`config.mk`:
```
export PLATFORM = sky130hd
export DESIGN_NAME = particle_sensor_poll_controller_core
export DESIGN_NICKNAME = d
export VERILOG_FILES = /design/src/sv/pspc_pkg.sv /design/src/sv/particle_sensor_poll_controller_core.sv /design/src/sv/pspc_seq.sv /design/src/sv/pspc_emit.sv
export SDC_FILE = /design/constraint.sdc
export NUM_CORES = 1
export LEC_CHECK = 0
export BUFFER_PORTS_ARGS = -buffer_cell sky130_fd_sc_hd__buf_4
export CORE_ASPECT_RATIO = 1.75
export CORE_MARGIN = 2
export CORE_UTILIZATION = 50
export DETAILED_ROUTE_END_ITERATION = 16
export GPL_TIMING_DRIVEN = 0
export HOLD_SLACK_MARGIN = 0.08
export PLACE_DENSITY = 0.71
export SYNTH_ARGS = -nofsm -noshare
export SYNTH_HDL_FRONTEND = slang
export SYNTH_SLANG_ARGS = --single-unit
```
`constraint.sdc`:
```
create_clock -name clk -period 3.45 [get_ports clk]
set_input_delay 0.1725 -clock clk [delete_from_list [all_inputs] [get_ports clk]]
set_output_delay 0.1725 -clock clk [all_outputs]
set_load 0.02 [all_outputs]
```
`src/sv/pspc_pkg.sv`:
```
// ----------------------------------------------------------------------------
// pspc_pkg
// Shared types, codes and command tables for the dust sensor poll controller.
// ----------------------------------------------------------------------------
package pspc_pkg;

	localparam int FRAME_BYTES_DEF = 32;
	localparam int CMD_LEN         = 7;
	localparam int ACK_LEN         = 8;
	localparam int REG_W           = 16;
	localparam int CFG_IDX_W       = 3;
	localparam int OUT_DATA_W      = 48;

	// Register defaults
	localparam logic [REG_W-1:0] POLL_PERIOD_RST   = 16'd1000;
	localparam logic [REG_W-1:0] POWER_OFF_RST     = 16'd1000;
	localparam logic [REG_W-1:0] RETRY_WAIT_RST    = 16'd1000;
	localparam logic [REG_W-1:0] ACK_TIMEOUT_RST   = 16'd100;
	localparam logic [REG_W-1:0] FRAME_TIMEOUT_RST = 16'd200;

	// Register indexes
	localparam logic [CFG_IDX_W-1:0] REG_POLL_PERIOD   = 3'd0;
	localparam logic [CFG_IDX_W-1:0] REG_POWER_OFF     = 3'd1;
	localparam logic [CFG_IDX_W-1:0] REG_RETRY_WAIT    = 3'd2;
	localparam logic [CFG_IDX_W-1:0] REG_ACK_TIMEOUT   = 3'd3;
	localparam logic [CFG_IDX_W-1:0] REG_FRAME_TIMEOUT = 3'd4;

	// Phase codes
	localparam logic [2:0] PH_DETECT    = 3'd0;
	localparam logic [2:0] PH_POWER_OFF = 3'd1;
	localparam logic [2:0] PH_ACK       = 3'd2;
	localparam logic [2:0] PH_POLL      = 3'd3;
	localparam logic [2:0] PH_FRAME     = 3'd4;
	localparam logic [2:0] PH_RETRY     = 3'd5;

	// Command selection
	localparam logic [1:0] CMD_NONE = 2'd0;
	localparam logic [1:0] CMD_MODE = 2'd1;
	localparam logic [1:0] CMD_READ = 2'd2;

	// Input kinds
	localparam logic MODE_TICK = 1'b0;
	localparam logic MODE_BYTE = 1'b1;

	// Output kinds
	localparam logic KIND_STATUS = 1'b0;
	localparam logic KIND_TX     = 1'b1;

	typedef struct packed {
		logic [REG_W-1:0] poll_period_ms;
		logic [REG_W-1:0] power_off_ms;
		logic [REG_W-1:0] retry_wait_ms;
		logic [REG_W-1:0] ack_timeout_ms;
		logic [REG_W-1:0] frame_timeout_ms;
	} cfg_t;

	// Outcome of one input item: command to send and status after the item
	typedef struct packed {
		logic [1:0]  cmd;
		logic        power;
		logic        fault;
		logic        valid;
		logic [15:0] fine_dust;
		logic [15:0] coarse_dust;
	} step_res_t;

	function automatic logic [7:0] cmd_byte(input logic [1:0] sel, input logic [2:0] idx);
		logic [7:0] b;
		case (idx)
			3'd0:    b = 8'h42;
			3'd1:    b = 8'h4d;
			3'd2:    b = (sel == CMD_READ) ? 8'he2 : 8'he1;
			3'd3:    b = 8'h00;
			3'd4:    b = 8'h00;
			3'd5:    b = 8'h01;
			3'd6:    b = (sel == CMD_READ) ? 8'h71 : 8'h70;
			default: b = 8'h00;
		endcase
		return b;
	endfunction

	function automatic logic [7:0] ack_byte(input logic [2:0] idx);
		logic [7:0] b;
		case (idx)
			3'd0:    b = 8'h42;
			3'd1:    b = 8'h4d;
			3'd2:    b = 8'h00;
			3'd3:    b = 8'h04;
			3'd4:    b = 8'he1;
			3'd5:    b = 8'h00;
			3'd6:    b = 8'h01;
			default: b = 8'h74;
		endcase
		return b;
	endfunction

endpackage

```
`src/sv/particle_sensor_poll_controller_core.sv`:
```
// ----------------------------------------------------------------------------
// particle_sensor_poll_controller_core
// Dust sensor controller: power cycle, passive-mode setup, periodic frame read.
// ----------------------------------------------------------------------------
//  channel  direction  signals                       content
//  s_*      in         tvalid tready tdata tuser     tick (tuser 0) or rx byte
//  m_*      out        tvalid tready tdata tuser     tx byte (tuser 1) / status
//                      tlast                          tlast on final result
//  cfg_*    in         valid ready index data        register write
//
// An input item is taken and updates the state at once; its results sit
// in the result register and leave one per cycle while m_tready is high:
// 1 for a status-only item, 8 when a command goes out (7 bytes plus status).
// A new item is taken in the cycle the last result of the previous one leaves.
// Reset restores register defaults and puts the sequencer in its detect phase.
// Stalls on m_tready hold the result register and back up to s_tready.
module particle_sensor_poll_controller_core #(
	parameter int FRAME_BYTES = pspc_pkg::FRAME_BYTES_DEF
) (
	input  logic                                clk,
	input  logic                                arst_n,
	input  logic                                s_tvalid,
	output logic                                s_tready,
	input  logic [7:0]                          s_tdata,   // [7:0] rx_byte
	input  logic                                s_tuser,   // [0] mode
	output logic                                m_tvalid,
	input  logic                                m_tready,
	// [7:0] tx_byte, [8] sensor_power, [24:9] fine_dust, [40:25] coarse_dust,
	// [41] fault, [42] valid_res, [47:43] zero
	output logic [pspc_pkg::OUT_DATA_W-1:0]     m_tdata,
	output logic                                m_tuser,   // [0] kind
	output logic                                m_tlast,
	input  logic                                cfg_valid,
	output logic                                cfg_ready,
	input  logic [pspc_pkg::CFG_IDX_W-1:0]      cfg_index,
	input  logic [pspc_pkg::REG_W-1:0]          cfg_data
);

	pspc_pkg::cfg_t      cfg_q;
	pspc_pkg::step_res_t res;
	logic                busy, fin, take;

	assign cfg_ready = 1'b1;
	assign s_tready  = !busy || fin;
	assign take      = s_tvalid && s_tready;

	always_ff @(posedge clk or negedge arst_n) begin
		if (!arst_n) begin
			cfg_q.poll_period_ms   <= pspc_pkg::POLL_PERIOD_RST;
			cfg_q.power_off_ms     <= pspc_pkg::POWER_OFF_RST;
			cfg_q.retry_wait_ms    <= pspc_pkg::RETRY_WAIT_RST;
			cfg_q.ack_timeout_ms   <= pspc_pkg::ACK_TIMEOUT_RST;
			cfg_q.frame_timeout_ms <= pspc_pkg::FRAME_TIMEOUT_RST;
		end else if (cfg_valid) begin
			case (cfg_index)
				pspc_pkg::REG_POLL_PERIOD:   cfg_q.poll_period_ms   <= cfg_data;
				pspc_pkg::REG_POWER_OFF:     cfg_q.power_off_ms     <= cfg_data;
				pspc_pkg::REG_RETRY_WAIT:    cfg_q.retry_wait_ms    <= cfg_data;
				pspc_pkg::REG_ACK_TIMEOUT:   cfg_q.ack_timeout_ms   <= cfg_data;
				pspc_pkg::REG_FRAME_TIMEOUT: cfg_q.frame_timeout_ms <= cfg_data;
				default:                     ;
			endcase
		end
	end

	pspc_seq #(
		.FRAME_BYTES (FRAME_BYTES)
	) u_seq (
		.clk     (clk),
		.arst_n  (arst_n),
		.step    (take),
		.mode    (s_tuser),
		.rx_byte (s_tdata),
		.cfg     (cfg_q),
		.res     (res)
	);

	pspc_emit u_emit (
		.clk      (clk),
		.arst_n   (arst_n),
		.load     (take),
		.res      (res),
		.busy     (busy),
		.fin      (fin),
		.m_tvalid (m_tvalid),
		.m_tready (m_tready),
		.m_tdata  (m_tdata),
		.m_tuser  (m_tuser),
		.m_tlast  (m_tlast)
	);

endmodule

```
`src/sv/pspc_seq.sv`:
```
// ----------------------------------------------------------------------------
// pspc_seq
// Protocol sequencer: power cycling, acknowledgement check, frame checksum.
// ----------------------------------------------------------------------------
module pspc_seq #(
	parameter int FRAME_BYTES = pspc_pkg::FRAME_BYTES_DEF
) (
	input  logic                clk,
	input  logic                arst_n,
	input  logic                step,
	input  logic                mode,
	input  logic [7:0]          rx_byte,
	input  pspc_pkg::cfg_t      cfg,
	output pspc_pkg::step_res_t res
);

	localparam int CNT_W = $clog2(FRAME_BYTES + 1);
	localparam logic [CNT_W-1:0] SUM_END   = CNT_W'(FRAME_BYTES - 2);
	localparam logic [CNT_W-1:0] FRAME_END = CNT_W'(FRAME_BYTES - 1);
	localparam logic [CNT_W-1:0] ACK_END   = CNT_W'(pspc_pkg::ACK_LEN);

	logic [2:0]       phase_q, phase_n;
	logic [15:0]      elapsed_q, elapsed_n, el_inc;
	logic [CNT_W-1:0] count_q, count_n, count_inc;
	logic [15:0]      sum_q, sum_n;
	logic [7:0]       check_high_q, check_high_n;
	logic             ack_match_q, ack_match_n;
	logic [15:0]      fine_stage_q, fine_stage_n, coarse_stage_q, coarse_stage_n;
	logic [15:0]      fine_q, fine_n, coarse_q, coarse_n;
	logic             power_q, power_n, fault_q, fault_n, valid_q, valid_n;
	logic [15:0]      limit;
	logic             done;
	logic [1:0]       cmd;

	assign el_inc    = (elapsed_q != 16'hffff) ? elapsed_q + 16'd1 : elapsed_q;
	assign count_inc = count_q + CNT_W'(1);

	always_comb begin
		case (phase_q)
			pspc_pkg::PH_POWER_OFF: limit = cfg.power_off_ms;
			pspc_pkg::PH_ACK:       limit = cfg.ack_timeout_ms;
			pspc_pkg::PH_POLL:      limit = cfg.poll_period_ms;
			pspc_pkg::PH_FRAME:     limit = cfg.frame_timeout_ms;
			default:                limit = cfg.retry_wait_ms;
		endcase
	end
	assign done = el_inc >= limit;

	always_comb begin
		phase_n        = phase_q;
		elapsed_n      = elapsed_q;
		count_n        = count_q;
		sum_n          = sum_q;
		check_high_n   = check_high_q;
		ack_match_n    = ack_match_q;
		fine_stage_n   = fine_stage_q;
		coarse_stage_n = coarse_stage_q;
		fine_n         = fine_q;
		coarse_n       = coarse_q;
		power_n        = power_q;
		fault_n        = fault_q;
		valid_n        = valid_q;
		cmd            = pspc_pkg::CMD_NONE;
		if (mode == pspc_pkg::MODE_TICK) begin
			case (phase_q)
				pspc_pkg::PH_DETECT: begin
					power_n   = 1'b0;
					elapsed_n = '0;
					phase_n   = pspc_pkg::PH_POWER_OFF;
				end
				pspc_pkg::PH_POWER_OFF: begin
					elapsed_n = el_inc;
					if (done) begin
						power_n     = 1'b1;
						cmd         = pspc_pkg::CMD_MODE;
						elapsed_n   = '0;
						count_n     = '0;
						ack_match_n = 1'b1;
						phase_n     = pspc_pkg::PH_ACK;
					end
				end
				pspc_pkg::PH_ACK, pspc_pkg::PH_FRAME: begin
					elapsed_n = el_inc;
					if (done) begin
						fault_n   = 1'b1;
						valid_n   = 1'b0;
						elapsed_n = '0;
						phase_n   = pspc_pkg::PH_RETRY;
					end
				end
				pspc_pkg::PH_POLL: begin
					elapsed_n = el_inc;
					if (done) begin
						cmd       = pspc_pkg::CMD_READ;
						elapsed_n = '0;
						count_n   = '0;
						sum_n     = '0;
						phase_n   = pspc_pkg::PH_FRAME;
					end
				end
				pspc_pkg::PH_RETRY: begin
					elapsed_n = el_inc;
					if (done)
						phase_n = pspc_pkg::PH_DETECT;
				end
				default: phase_n = pspc_pkg::PH_DETECT;
			endcase
		end else if (phase_q == pspc_pkg::PH_ACK) begin
			if (rx_byte != pspc_pkg::ack_byte(count_q[2:0]))
				ack_match_n = 1'b0;
			count_n = count_inc;
			if (count_inc >= ACK_END) begin
				elapsed_n = '0;
				if (ack_match_n) begin
					fault_n = 1'b0;
					phase_n = pspc_pkg::PH_POLL;
				end else begin
					fault_n = 1'b1;
					valid_n = 1'b0;
					phase_n = pspc_pkg::PH_RETRY;
				end
			end
		end else if (phase_q == pspc_pkg::PH_FRAME) begin
			if (count_q < SUM_END)
				sum_n = sum_q + {8'h00, rx_byte};
			case (count_q)
				CNT_W'(6): fine_stage_n   = {rx_byte, fine_stage_q[7:0]};
				CNT_W'(7): fine_stage_n   = {fine_stage_q[15:8], rx_byte};
				CNT_W'(8): coarse_stage_n = {rx_byte, coarse_stage_q[7:0]};
				CNT_W'(9): coarse_stage_n = {coarse_stage_q[15:8], rx_byte};
				SUM_END:   check_high_n   = rx_byte;
				default:   ;
			endcase
			count_n = count_inc;
			if (count_q >= FRAME_END) begin
				elapsed_n = '0;
				if (sum_q == {check_high_q, rx_byte}) begin
					fine_n   = fine_stage_q;
					coarse_n = coarse_stage_q;
					valid_n  = 1'b1;
					phase_n  = pspc_pkg::PH_POLL;
				end else begin
					fault_n = 1'b1;
					valid_n = 1'b0;
					phase_n = pspc_pkg::PH_RETRY;
				end
			end
		end
	end

	always_ff @(posedge clk or negedge arst_n) begin
		if (!arst_n) begin
			phase_q        <= pspc_pkg::PH_DETECT;
			elapsed_q      <= '0;
			count_q        <= '0;
			sum_q          <= '0;
			check_high_q   <= '0;
			ack_match_q    <= 1'b1;
			fine_stage_q   <= '0;
			coarse_stage_q <= '0;
			fine_q         <= '0;
			coarse_q       <= '0;
			power_q        <= 1'b0;
			fault_q        <= 1'b0;
			valid_q        <= 1'b0;
		end else if (step) begin
			phase_q        <= phase_n;
			elapsed_q      <= elapsed_n;
			count_q        <= count_n;
			sum_q          <= sum_n;
			check_high_q   <= check_high_n;
			ack_match_q    <= ack_match_n;
			fine_stage_q   <= fine_stage_n;
			coarse_stage_q <= coarse_stage_n;
			fine_q         <= fine_n;
			coarse_q       <= coarse_n;
			power_q        <= power_n;
			fault_q        <= fault_n;
			valid_q        <= valid_n;
		end
	end

	assign res.cmd         = cmd;
	assign res.power       = power_n;
	assign res.fault       = fault_n;
	assign res.valid       = valid_n;
	assign res.fine_dust   = fine_n;
	assign res.coarse_dust = coarse_n;

	// A good frame only ever lands from the frame phase and leaves polling next
	assert property (@(posedge clk) disable iff (!arst_n)
		step && !valid_q && valid_n |-> phase_q == pspc_pkg::PH_FRAME)
		else $error("valid set outside frame phase");
	// Fault and valid are never both set
	assert property (@(posedge clk) disable iff (!arst_n) !(fault_q && valid_q))
		else $error("fault and valid both set");
	// Commands only go out with power on
	assert property (@(posedge clk) disable iff (!arst_n)
		step && cmd != pspc_pkg::CMD_NONE |-> power_n)
		else $error("command sent with power off");

endmodule

```
`src/sv/pspc_emit.sv`:
```
// ----------------------------------------------------------------------------
// pspc_emit
// Result register: plays out command bytes and the closing status report.
// ----------------------------------------------------------------------------
module pspc_emit (
	input  logic                              clk,
	input  logic                              arst_n,
	input  logic                              load,
	input  pspc_pkg::step_res_t               res,
	output logic                              busy,
	output logic                              fin,
	output logic                              m_tvalid,
	input  logic                              m_tready,
	output logic [pspc_pkg::OUT_DATA_W-1:0]   m_tdata,
	output logic                              m_tuser,
	output logic                              m_tlast
);

	logic                busy_q;
	logic [2:0]          idx_q;
	pspc_pkg::step_res_t res_q;
	logic                is_tx;
	logic [7:0]          tx_byte;

	assign is_tx   = (res_q.cmd != pspc_pkg::CMD_NONE)
		&& (idx_q < 3'(pspc_pkg::CMD_LEN));
	assign tx_byte = is_tx ? pspc_pkg::cmd_byte(res_q.cmd, idx_q) : 8'h00;

	assign busy     = busy_q;
	assign m_tvalid = busy_q;
	assign m_tlast  = !is_tx;
	assign m_tuser  = is_tx ? pspc_pkg::KIND_TX : pspc_pkg::KIND_STATUS;
	assign m_tdata  = {5'b0, res_q.valid, res_q.fault, res_q.coarse_dust,
		res_q.fine_dust, res_q.power, tx_byte};
	// last transaction of the burst is taken this cycle
	assign fin      = busy_q && m_tready && m_tlast;

	always_ff @(posedge clk or negedge arst_n) begin
		if (!arst_n) begin
			busy_q <= 1'b0;
			idx_q  <= '0;
		end else if (load) begin
			busy_q <= 1'b1;
			idx_q  <= '0;
		end else if (busy_q && m_tready) begin
			if (m_tlast)
				busy_q <= 1'b0;
			else
				idx_q <= idx_q + 3'd1;
		end
	end

	always_ff @(posedge clk) begin
		if (load)
			res_q <= res;
	end

	// Only a command burst walks past the first result
	assert property (@(posedge clk) disable iff (!arst_n)
		busy_q && idx_q != 3'd0 |-> res_q.cmd != pspc_pkg::CMD_NONE)
		else $error("index advanced without a command");
	// A stalled result keeps its position
	assert property (@(posedge clk) disable iff (!arst_n)
		busy_q && !m_tready |=> busy_q && $stable(idx_q))
		else $error("result moved while stalled");
	// Loading only happens when the register is free or drains this cycle
	assert property (@(posedge clk) disable iff (!arst_n)
		load |-> !busy_q || fin)
		else $error("result register overwritten");

endmodule
```
==> summary.txt <==
Global routing
  • Met2 usage: around 44%
  • Total track usage: about a quarter
  • Initial antenna violation count: 0
  • Largest net degree at the start of global routing: about 110
  • Vias in the first global route: around 9900
  • Grt peak-use layer: met2
  • Met1 global-route usage: 25.9%
  • Grt total ovfl: 0
  • Global-route met3 utilization: about 2.8%
  • First-pass GRT wire length: 50200 um

Setup path
  • Crit start category: flip-flop
  • Crit path required time: about 3.9 ns
  • Maximum fanout along the worst path: 6
  • WS Path Type: reg -> reg
  • Crit path capture type: flip-flop
  • Arrival time at the worst endpoint: roughly 4 ns

Clock tree
  • CTS tree: done
  • Clk pin slew, worst setup/hold paths: roughly 0.070 ns
  • CTS H-tree depth: 1
  • TritonCTS buffer count: 23
  • Skew-Pair Late Insertion Delay: about 0.52 ns
  • Max Buffers Root-to-Sink: 3
  • Clk root buf: clkbuf_16
  • Sink Count: ~240

Placed design
  • Post-Place Worst Slack: -1.31 ns
  • Post-DP HPWL: about 21000 um
  • Port Buffers: around 80
  • RePlAce Congestion: ~0.91
  • Placed inst area: approximately 0.014 mm^2

Yosys
  • Adder-Cell Fraction of Synth Area: 3.53%
  • Count of cell types in the netlist: 77
  • Mux contribution to synthesized area: ~16%
  • Synth Area in Simple Gates: approximately an eighth
  • Post-synth EDFFs: 37
  • Top_reg_cell synth: dfrtp_1
  • Avg Inst Size Synth: between 10 and 15 um^2
  • Largest family of logic cells by synthesized area: multiplexers
  • Post-synth top area cell: dfrtp_1
  • Cells after Synth: 1147
  • Syn Std Cell Area: ~0.013 mm^2
  • Synth warn: 0
  • Yosys top cell area share: between 30% and 40%
  • Synthesis-stage register bit count: 238
  • Post-Synth XOR/XNOR Area: around 2.1%
  • Commonest cells in the synthesized netlist: 176 x dfrtp_1, 154 x mux2_2, 121 x nand2_1
  • Compound-Gate Fraction of Synth Area: roughly an eighth
  • Top cells by area, synth: dfrtp_1 35%, mux2_2 14%, edfxtp_1 8.8%, dfstp_2 5.2%, nand2_1 3.6%
  • Register area share after synthesis: 48.9%
  • FFs w/ async S/R, synth: a little over four fifths
  • Most numerous cell in the Yosys netlist: dfrtp_1

Route
  • Vias per cell: between 5 and 6
  • Wirelength per Cell: approximately 19 um
  • TritonRoute pass-1 iters: 5
  • # DRC: 0
  • ANT nets after route: 0
  • DRT iter0 DRCs: roughly 580
  • Routed WL: ~32000 um
  • Vias: ~9500

Floorplanning
  • Die Y-Extent: roughly 210 um
  • Die area: 0.0266 mm^2
  • Die width: 124 um
  • Initial Util: between 50 and 60%
  • Ports: 86
  • Row cnt: 77
  • Core area: 0.0250 mm^2

Timing
  • Worst setup margin: -0.126 ns
  • Worst slew margin: between 10% and 20%
  • Unrepaired setup endpoints after global routing: true
  • Endpoints failing setup: 21
  • Final Cycle Share: 104%
  • Slew Viols, Final: 0
  • Final Hold Violating Endpoints: 0
  • Slew @ Worst Pin: around 1.3 ns
  • Worst hold margin: 0.130 ns
  • Tmin final: 3.58 ns
  • F_max: around 0.28 GHz
  • Clock Skew: around 0.011 ns

Finish
  • Antenna diodes: 0
  • Area grow syn2layout: 22.3%
  • Layout Utilization: between 60% and 70%
  • Design area: 0.0155 mm^2
  • Share of layout cells above drive strength 1: between 30% and 40%
  • Nets: about 1400

Min path
  • Worst Hold Class: in -> reg

Pwr
  • Max VDD drop: 0.000468 V
  • Pwr Density: approximately 590 mW/mm^2
  • Overall Power: ~9 mW
  • Leak: between 6 and 7 nW

Run status
  • Status: complete, but fails checks
  • Violated checks: setup timing

Run
  • Max_cap viols: 0
-- area by class of cell --
type	instances	area (um^2)
clock buffer	32	629
multi-input combinational	784	6130
clock inverter	9	153
sequential	238	6180
buffer	98	682
inverter	28	110
timing repair buffer	142	1180
tap	316	395
fill	2049	9590
-- sequential cells by signal (all words and copies together) (netlist names), 6 cells and up --
| name | cells |
|---|---|
| u_seq.coarse_q | 16 |
| u_seq.sum_q | 16 |
| u_seq.check_high_q | 8 |
| u_seq.coarse_stage_q | 16 |
| cfg_q | 80 |
| u_seq.elapsed_q | 16 |
| u_emit.m_tdata | 35 |
| u_seq.count_q | 6 |
| u_seq.fine_stage_q | 16 |
| u_seq.fine_q | 16 |
-- power by group --
group,internal [mW],total [mW],switching [mW]
clock,1.58,2.64,1.07
sequential,3.20,3.41,0.219
combinational,1.32,3.08,1.76
total,6.09,9.14,3.04
-- per-layer routing --
layer,wire [um],part of all wire [%]
met1,11200,35
met2,17300,55
met3,1180,3.8
met4,1880,6.0
met5,0,0
-- metrics by stage --
stage          setup TNS [ns]  instances
2_1_floorplan               0       1151
5_1_grt                 -5.01       1647
4_1_cts                -0.296       1637
3_5_place_dp           -55.57       1546
6_report                -1.06       1647
3_3_place_gp           -52.91       1545
-- cells in the final DEF (no fill, tap or decap), types with 7 or more instances in the layout --
master / n
clkbuf_16: 23
ha_1: 32
and3_1: 8
nand4_1: 10
buf_4: 158
a211oi_1: 10
nor4_1: 7
nor2b_1: 16
a221oi_1: 9
a31oi_1: 20
dfstp_2: 25
xnor2_1: 18
a22o_1: 9
clkbuf_1: 30
buf_6: 9
nand2b_1: 7
dlygate4sd3_1: 24
edfxtp_1: 37
mux2_2: 154
nand2_1: 114
nand3_1: 31
o21a_1: 9
nor3_1: 11
o21ai_0: 62
o31ai_1: 8
dfrtp_1: 172
a21oi_2: 9
xor2_1: 9
nor2_1: 38
a21oi_1: 36
o21ai_1: 13
inv_1: 27
-- path summary, 6_finish.rpt --
kind	endpoint	cells after the start	slack [ns]	from
max in group asynchronous	u_seq.elapsed_q[4]	3	2.20	arst_n
max reg2reg	u_seq.elapsed_q[11]	16	-0.13	u_seq.elapsed_q[8]
max	u_seq.elapsed_q[11]	16	-0.13	u_seq.elapsed_q[8]
min reg2reg	u_seq.sum_q[2]	2	0.48	u_seq.sum_q[2]
min	u_seq.sum_q[0]	4	0.13	s_tdata[0]
min in group asynchronous	u_seq.coarse_q[4]	2	0.27	arst_n
-- cell families (layout without fill, tap and decap cells) --
group / Yosys count / count (layout)
AOI/OAI and AO/OA: 242 / 242
buffers and inverters: 129 / 309
DFF: 238 / 238
xor gates and xnor gates: 31 / 31
adders and majority gates: 35 / 35
and+or+nand+nor: 299 / 299
other: 2 / 6
muxes: 171 / 171
-- worst max-delay path: stages (launching register included) --
cell       delay [ns]
dfrtp_1          0.37
and4_4           0.24
nand4_1          0.15
or3_4            0.49
buf_4            0.17
nand2_1          0.08
o21ai_2          0.08
ha_1             0.33
a2111oi_4        0.30
o211ai_1         0.13
buf_4            0.16
a211oi_2         0.17
o221a_2          0.25
buf_8            0.14
buf_8            0.14
a31oi_4          0.09
a31oi_1          0.17
-- repair_timing --
item | CTS | global route
gates resized for setup | 91 | 45
hold buffers | 24 | 0
buffers inserted | 25 | 11
gates cloned | 3 | 1
setup endpoints to repair | 50 | 49
pin swaps | 30 | 21
endpoints found under the hold margin | 186 | 0
Note: power is estimated with default switching activity, not from simulation.
